File: src/hdl/pph_pkg.sv
// ----------------------------------------------------------------------------
// pph_pkg
// Shared widths, codes and types of the perturbed-probe hash table.
// ----------------------------------------------------------------------------
package pph_pkg;

	localparam int HASH_W   = 32;
	localparam int KEY_W    = 64;
	localparam int SLOT_W   = 10;
	localparam int MODE_W   = 2;
	localparam int STATUS_W = 3;
	localparam int SHIFT_W  = 4;
	localparam int EFF_W    = 5;

	localparam int PERTURB_SHR = 5;
	localparam int MIN_SHIFT   = 3;

	localparam logic [MODE_W-1:0] MODE_LOOKUP = 2'd0;
	localparam logic [MODE_W-1:0] MODE_ENTER  = 2'd1;
	localparam logic [MODE_W-1:0] MODE_MARK   = 2'd2;

	localparam logic [STATUS_W-1:0] ST_FOUND     = 3'd0;
	localparam logic [STATUS_W-1:0] ST_INSERTED  = 3'd1;
	localparam logic [STATUS_W-1:0] ST_NOT_FOUND = 3'd2;
	localparam logic [STATUS_W-1:0] ST_FULL      = 3'd3;
	localparam logic [STATUS_W-1:0] ST_MARKED    = 3'd4;

	// outcome of one probe plus the next point of the probe walk
	typedef struct packed {
		logic              empty;
		logic              hit;
		logic [HASH_W-1:0] next_j;
		logic [HASH_W-1:0] next_perturb;
	} pph_step_t;

endpackage

File: src/hdl/pph_probe_step.sv
// ----------------------------------------------------------------------------
// pph_probe_step
// Probe unit: checks one slot word and steps the perturbed probe walk.
// ----------------------------------------------------------------------------
module pph_probe_step
	import pph_pkg::*;
#(
	parameter int KEY_BITS = 64
) (
	input  logic [HASH_W-1:0]         cur_j,
	input  logic [HASH_W-1:0]         cur_perturb,
	input  logic [2+HASH_W+KEY_BITS-1:0] slot_word,
	input  logic [HASH_W-1:0]         key_hash,
	input  logic [KEY_BITS-1:0]       key_value,
	output pph_step_t                 step
);
	localparam int WORD_W = 2 + HASH_W + KEY_BITS;

	logic                slot_used;
	logic                slot_def;
	logic [HASH_W-1:0]   slot_hash;
	logic [KEY_BITS-1:0] slot_key;

	assign slot_used = slot_word[WORD_W-1];
	assign slot_def  = slot_word[WORD_W-2];
	assign slot_hash = slot_word[KEY_BITS +: HASH_W];
	assign slot_key  = slot_word[KEY_BITS-1:0];

	always_comb begin
		step.empty        = !slot_used;
		step.hit          = slot_used && slot_def && (slot_hash == key_hash)
			&& (slot_key == key_value);
		// j = 5*j + perturb + 1, wrapping at 32 bits
		step.next_j       = (cur_j << 2) + cur_j + cur_perturb + HASH_W'(1);
		step.next_perturb = cur_perturb >> PERTURB_SHR;
	end
endmodule

File: config.mk
export PLATFORM = sky130hd
export DESIGN_NAME = pph_probe_step
export DESIGN_NICKNAME = d
export VERILOG_FILES = /design/src/hdl/pph_pkg.sv /design/src/hdl/pph_probe_step.sv
export SDC_FILE = /design/constraint.sdc
export NUM_CORES = 1
export LEC_CHECK = 0
export BUFFER_PORTS_ARGS = -buffer_cell sky130_fd_sc_hd__buf_2
export CORE_AREA = 5 5 122 124
export DETAILED_ROUTE_END_ITERATION = 16
export DIE_AREA = 0 0 127 129
export GPL_TIMING_DRIVEN = 0
export MAX_ROUTING_LAYER = met4
export SLEW_MARGIN = 20
export SYNTH_ARGS = -nofsm -noshare
export SYNTH_HDL_FRONTEND = slang
export SYNTH_SLANG_ARGS = --single-unit
export TNS_END_PERCENT = 100
File: constraint.sdc
create_clock -name vclk -period 5.5
set_input_delay 0.55 -clock vclk [all_inputs]
set_output_delay 0.55 -clock vclk [all_outputs]
set_load 0.02 [all_outputs]
; After elaboration in Yosys (flattened, before gate mapping)
; Index checks and enable logic that the tools add are counted.
[totals]
input_bits = 258
out_inout_bits = 66
regBits = 0
[op_classes]
eq_ne = 2
n_addsub = 3
reduce_logical = 4
[op_table]
columns = operator, count
row1 = 32-bit adder, 2
row2 = 64-bit equality test, 1
row3 = 32-bit by 1-bit adder with 32-bit output (second input constant), 1
row4 = 32-bit equality test, 1
row5 = 1-bit logical AND, 3
row6 = 1-bit logical NOT, 1

; Depth between registers and ports, before layout
; Gate-level depths: netlist (run 1).
[depth]
depth_word = 3
ltp_mapped = 12
mapped_depth_nobuf = 12

; Worst setup path after synthesis (run 1)
; No wires, ideal clock.
[synth_path]
path_kind = in2out
start = input port cur_j[0]
end = output port step[62] (netlist name)
n_path_buf = 0
path_slack_ps = 1985
required_time_ps = 4950
t_arrival_ps = 2965
path_stages = 10
cell_sequence = inv_1 > fa_1 > inv_1 > ha_1 > a21oi_1 > o211ai_2 > a41oi_2 > a211oi_2 > a311oi_1 > a221oi_1
[synth_rtl]
columns = item, line_no
row1 = from (decl), pph_probe_step.sv:10  ; input logic [HASH_W-1:0] cur_j,
row2 = to (decl), pph_probe_step.sv:15  ; output pph_step_t step

==> results.yml, run 1 <==
final_layout:
  syn_to_final_growth_pct: 47.2
  utilization: 0.424
  clkbuf_count: 0
  seq_cells: 0
  ff_latch_area_um2: 0
  nets: 1171
  fillerInstances: 1484
  drive_gt1_frac: 0.432
  fin_area_mm2: 0.00580
global_route:
  antenna_found_initial: 9
  grt_max_degree: 11
  grt_pass1_wl_um: 26500
  overflow: 0
  grt_use_total: 0.207
  grt_pass1_vias: 5177
pwr:
  p_leak_nw: 3.04
  max-vdd-ir-drop_mv: 0.0638
  finalPower_w: 0.00106
  p_per_area_mw_per_mm2: 183
sta:
  setup_tns_ns: 0
  finalSetupViolations: 0
  finalCritPeriodShare: 0.709
  drv_slew: 0
  slew-limit-headroom: 0.595
  fmax_mhz: 257
  worstMarginPinSlew_ns: 0.592
  finalHoldViolations: 0
  period_minus_slack_ns: 3.90
  rsz0062_at_grt: "no"
  fin_ws_ns: 1.60
critical_path:
  critPathLaunchType: "input port"
  worstPathCellList: "buf_2 -> inv_1 -> fa_1 -> fa_1 -> nor2b_1 -> o211ai_1 -> a21oi_2 -> o21ai_1 -> o41ai_1 -> xor2_1 -> buf_2"
  worstPathMaxFanout: 4
  cpPeakStageDelay_ns: 0.50
  crit_buf_inv: 3
  cp-end-kind: "primary output"
  worstPathArrival_ns: 3.35
  slowest_stage: "fa_1"
  worstPathRequired_ns: 4.95
  worst-setup-path-type: "in -> out"
  cp_top_family: "compound AO/OA/AOI/OAI gates"
place:
  io_buffers: 319
  gp_congestion: 0.925
  placed_area_mm2: 0.00578
  dp_slack_ns: 1.64
  hpwl_um: 16500
die:
  start_util: 0.288
  die_h_um: 129
  fp.dieW_um: 127
  core_area_mm2: 0.0137
  die_area_mm2: 0.0164
  rows: 43
  ios: 324
routing:
  drc: 0
  vias: 4999
  drtAntennaViolNets: 0
  wl_per_cell_um: 16.8
  drt_iter0_drc: 171
  wl_um: 17500
  dr.pass1.iters: 4
  vias_per_cell: 4.82
clock_tree:
  ctsHoldBuffers: 0
  post-cts-setup-buffers: 0
  ctsResizeCount: 0
logic_synthesis:
  avgSynthCellArea_um2: 7.49
  syn_inst: 526
  ys_seq_area_frac: 0
  synthDistinctLibCells: 55
  synth_warnings: 0
  syn_area_mm2: 0.00394
job:
  maxCapViolations: 0
worst_hold_path:
  hp-class: "in -> out"
status:
  status: "finished clean"
==> tightest hold or removal path, stage by stage <==
cell	delay, ns
buf_2	0.12
inv_1	0.04
buf_2	0.15
==> placed cells by master, fill, tap and decap left out, types with 4 or more instances in the layout <==
cell	count
a21o_1	12
a21oi_1	31
o22ai_1	18
conb_1	5
diode_2	9
xnor2_1	42
a221oi_1	9
nand4_1	16
nor3_1	7
a22o_1	4
or3_1	5
ha_1	32
nand2_1	26
nand3_1	14
o21ai_0	21
o21a_1	6
buf_4	32
o211ai_1	6
a22oi_1	9
and3_1	7
fa_1	30
o21bai_1	4
xor2_1	42
nor2_1	19
nor4_1	15
inv_1	59
clkbuf_1	7
buf_2	327
==> cell usage after synthesis, types with 2 or more instances <==
| library cell | instances | area [µm²] |
|---|---|---|
| nand4_1 | 16 | 100 |
| a22o_1 | 4 | 35.0 |
| a21o_1 | 12 | 90.1 |
| inv_1 | 59 | 221 |
| nor4_1 | 15 | 93.8 |
| o221ai_1 | 2 | 17.5 |
| ha_1 | 32 | 400 |
| a221oi_1 | 9 | 78.8 |
| a221o_1 | 3 | 30.0 |
| a2111oi_0 | 2 | 17.5 |
| o22ai_1 | 18 | 113 |
| or4_1 | 2 | 15.0 |
| buf_4 | 32 | 240 |
| nand2b_1 | 3 | 18.8 |
| o21ai_0 | 21 | 105 |
| and3_1 | 7 | 43.8 |
| a22oi_1 | 9 | 67.6 |
| a21oi_1 | 31 | 155 |
| clkbuf_2 | 2 | 10.0 |
| o21a_1 | 6 | 45.0 |
| o21bai_1 | 4 | 30.0 |
| a211oi_1 | 3 | 22.5 |
| nor2b_1 | 2 | 12.5 |
| xor2_1 | 42 | 368 |
| and2_1 | 2 | 12.5 |
| or3_1 | 5 | 31.3 |
| buf_2 | 8 | 40.0 |
| clkbuf_1 | 7 | 26.3 |
| o2111ai_1 | 3 | 26.3 |
| nand3_1 | 14 | 70.1 |
| o211ai_1 | 6 | 45.0 |
| o2bb2ai_1 | 3 | 26.3 |
| nor2_1 | 19 | 71.3 |
| fa_1 | 30 | 601 |
| nand2_1 | 26 | 97.6 |
| xnor2_1 | 42 | 368 |
| nor3_1 | 7 | 35.0 |
==> final cells by class <==
| type | count | area (µm²) | area share |
|---|---|---|---|
| inverter | 59 | 221 | 0.0382 |
| multi-input combinational | 422 | 3420 | 0.589 |
| timing repair buffer | 319 | 1600 | 0.275 |
| tap | 180 | 225 | 0.0388 |
| buffer | 49 | 317 | 0.0546 |
| antenna | 9 | 22.5 | 0.00388 |
==> logic make-up after synthesis <==
family / share of synthesized area
other cells: 0.000952
xor+xnor: 0.187
simple gates: 0.161
fa+ha+maj: 0.254
compound gates: 0.261
buf+inv: 0.137
==> report_power, final <==
group	internal, W	leakage, nW	switching, W
logic	0.000425	3.04	0.000635
registers	0	0	0
clock network	0.000000000219	0.0000570	0
==> path summary, 6_finish.rpt <==
check | cells past startpoint | from | slack, ns | endpoint
worst max-delay path | 11 | cur_j[2] | 1.60 | step[55]
worst min-delay path | 3 | slot_word[97] | 1.41 | step[65]
==> stage by stage <==
stage | std cells | hold WS [ns]
5_1_grt | 1038 | 1.43
6_report | 1038 | 1.41
3_5_place_dp | 1029 | 1.41
4_1_cts | 1029 | 1.41
3_3_place_gp | 1029 | 1.41
2_1_floorplan | 530 | 1.18
==> metal layers <==
layer,vias to the layer above,wire length [µm],track usage
met5,-,0,-
met4,0,314,0.0309
met3,20,1270,0.0436
met2,204,9120,0.386
met1,2251,6760,0.231
li1,2524,-,-
Note: power is estimated with default switching activity, not from simulation.
==> run 2: changes to the inputs <==
--- a/config.mk
+++ b/config.mk
@@ -5,12 +5,14 @@
 export SDC_FILE = /design/constraint.sdc
 export NUM_CORES = 1
 export LEC_CHECK = 0
+export ABC_AREA = 1
 export BUFFER_PORTS_ARGS = -buffer_cell sky130_fd_sc_hd__buf_2
 export CORE_AREA = 5 5 122 124
 export DETAILED_ROUTE_END_ITERATION = 16
 export DIE_AREA = 0 0 127 129
 export GPL_TIMING_DRIVEN = 0
 export MAX_ROUTING_LAYER = met4
+export PLACE_DENSITY = 0.72
 export SLEW_MARGIN = 20
 export SYNTH_ARGS = -nofsm -noshare
 export SYNTH_HDL_FRONTEND = slang
==> constraint.sdc (replaced) <==
create_clock -name vclk -period 4.1
set_input_delay 0.41 -clock vclk [all_inputs]
set_output_delay 0.41 -clock vclk [all_outputs]
set_load 0.02 [all_outputs]
==> run 2 against run 1 <==
- first-iteration DRC count rose by 56%
- die area did not move
- clock-buffer cell count did not move
- non-clock buffer count fell by 17
- largest cell class unchanged
- highest routed layer unchanged
==> results.yml, run 2 <==
status:
  status: "finished clean"
place:
  io_buffers: 319
  placed_area_mm2: 0.00686
  hpwl_um: 17000
  gp_congestion: 0.961
final_layout:
  antenna_cells: 0
  drive_gt1_frac: 0.269
  seq_cells: 0
  layout_common_cells: "nand2_1, buf_2, inv_1"
  clkbuf_count: 0
  utilization: 0.502
  fillerInstances: 1540
  ff_latch_area_um2: 0
  nets: 1662
  fin_area_mm2: 0.00686
  syn_to_final_growth_pct: 36.6
  final_common_cell: "nand2_1"
logic_synthesis:
  synth_warnings: 0
  ys_top_cells_by_count: "nand2_1, inv_1, nor2_1"
  yosys-top-cells-area: "nand2_1, inv_1, fa_1, nor2_1, ha_1"
  synth.most_common_cell: "nand2_1"
  syn_area_mm2: 0.00502
  syn_inst: 1017
  ys_seq_area_frac: 0
  synthDistinctLibCells: 22
  synth_top_cell_by_area: "nand2_1"
  avgSynthCellArea_um2: 4.94
  yosys.area.top_type_share: 0.318
routing:
  drc: 0
  dr.pass1.iters: 5
  drt_iter0_drc: 267
  wl_um: 17800
  wl_per_cell_um: 11.7
  vias_per_cell: 4.26
  drtAntennaViolNets: 0
  vias: 6469
critical_path:
  worstPathMaxFanout: 3
  crit_buf_inv: 4
  worstPathRequired_ns: 3.69
  worst-setup-path-type: "in -> out"
  slowest_stage: "fa_1"
  worstPathArrival_ns: 2.64
  cpPeakStageDelay_ns: 0.53
  critPathLaunchType: "input port"
  cp-end-kind: "primary output"
  cp_top_family: "adder cells"
  worstPathCellList: "buf_2 -> inv_1 -> fa_1 -> fa_1 -> inv_1 -> nand3_1 -> nand3_1 -> nand3_1 -> nand3_1 -> nand2_1 -> nand2_1 -> nand2_1 -> nand2_1 -> buf_2"
job:
  maxCapViolations: 0
sta:
  fmax_mhz: 328
  finalSetupViolations: 0
  finalHoldViolations: 0
  finalCritPeriodShare: 0.744
  rsz0062_at_grt: "no"
  drv_slew: 0
  setup_tns_ns: 0
  period_minus_slack_ns: 3.05
pwr:
  seq_power_share: 0
  p_leak_nw: 4.81
  clkPwrFrac: 0
  p_per_area_mw_per_mm2: 209
  internal_power_w: 0.000535
  power.switching_w: 0.000897
  max-vdd-ir-drop_mv: 0.0793
  finalPower_w: 0.00143
  p_sw_frac: 0.627
  pwr-share-comb: 1.000
clock_tree:
  post-cts-setup-buffers: 0
  ctsResizeCount: 0
  ctsHoldBuffers: 0
die:
  rows: 43
  start_util: 0.368
  die_h_um: 129
  fp.dieW_um: 127
  ios: 324
  die_area_mm2: 0.0164
  core_area_mm2: 0.0137
global_route:
  grt_max_degree: 7
  overflow: 0
  grt_use_total: 0.211
  grt_pass1_vias: 5976
  antenna_found_initial: 0
  grt_pass1_wl_um: 27700
worst_hold_path:
  hp-class: "in -> out"
==> run 2: cell count changes after synthesis, sizes merged, moves of 12 or more <==
cell	delta
inv	+205
a21o	-12
o22ai	-15
xnor2	-26
nor4	-15
nand2	+404
nor2	+93
xor2	-27
nand3	+14
a21oi	-14
==> run 2: logic make-up (layout without fill, tap and decap cells) <==
| logic type | count (synthesis) | after routing | share of synthesized area |
|---|---|---|---|
| AND/OR/NAND/NOR | 583 | 583 | 0.454 |
| buffers and inverters | 296 | 615 | 0.245 |
| adder cells (fa/ha/maj) | 62 | 62 | 0.199 |
| AO/OA/AOI/OAI | 44 | 44 | 0.0468 |
| XOR/XNOR | 31 | 31 | 0.0541 |
| other | 1 | 5 | 0.000747 |
==> run 2: final cells by class <==
class	instances	area (µm²)	share of cell area
inverters	264	991	0.144
plain buffers	32	240	0.0350
well taps	180	225	0.0328
repair buffers	319	1600	0.233
multi-input cells	725	3810	0.555
==> run 2: final timing paths <==
path	start	end	slack, ns	cells past startpoint
max	cur_j[0]	step[61]	1.05	14
min	slot_word[97]	step[65]	1.09	3
==> run 2: tightest hold or removal path, cell delays in order <==
cell,delay [ns]
buf_2,0.09
inv_1,0.03
buf_2,0.14
==> run 2: power groups by stage <==
stage | combinational, W | clock (W) | sequential [W]
floorplan | 0.000938 | 0 | 0
global placement | 0.00142 | 0 | 0
global route | 0.00162 | 0 | 0
finish | 0.00143 | 0 | 0
detailed placement | 0.00144 | 0 | 0
CTS | 0.00144 | 0 | 0
==> run 2: layer usage <==
metal,part of all wire,global-route usage,up-vias
met4,0.024,0.0423,0
met3,0.073,0.0299,26
li1,-,-,3533
met2,0.49,0.389,215
met5,0,-,-
met1,0.41,0.246,2695
==> run 2: through the flow <==
step / hold slack (ns) / setup WS (ns) / cells
floorplan: 0.897 / 1.42 / 1021
CTS: 1.08 / 1.04 / 1520
global placement: 1.09 / 1.04 / 1520
detailed placement: 1.08 / 1.05 / 1520
finish: 1.09 / 1.05 / 1520
global route: 1.10 / 0.872 / 1520
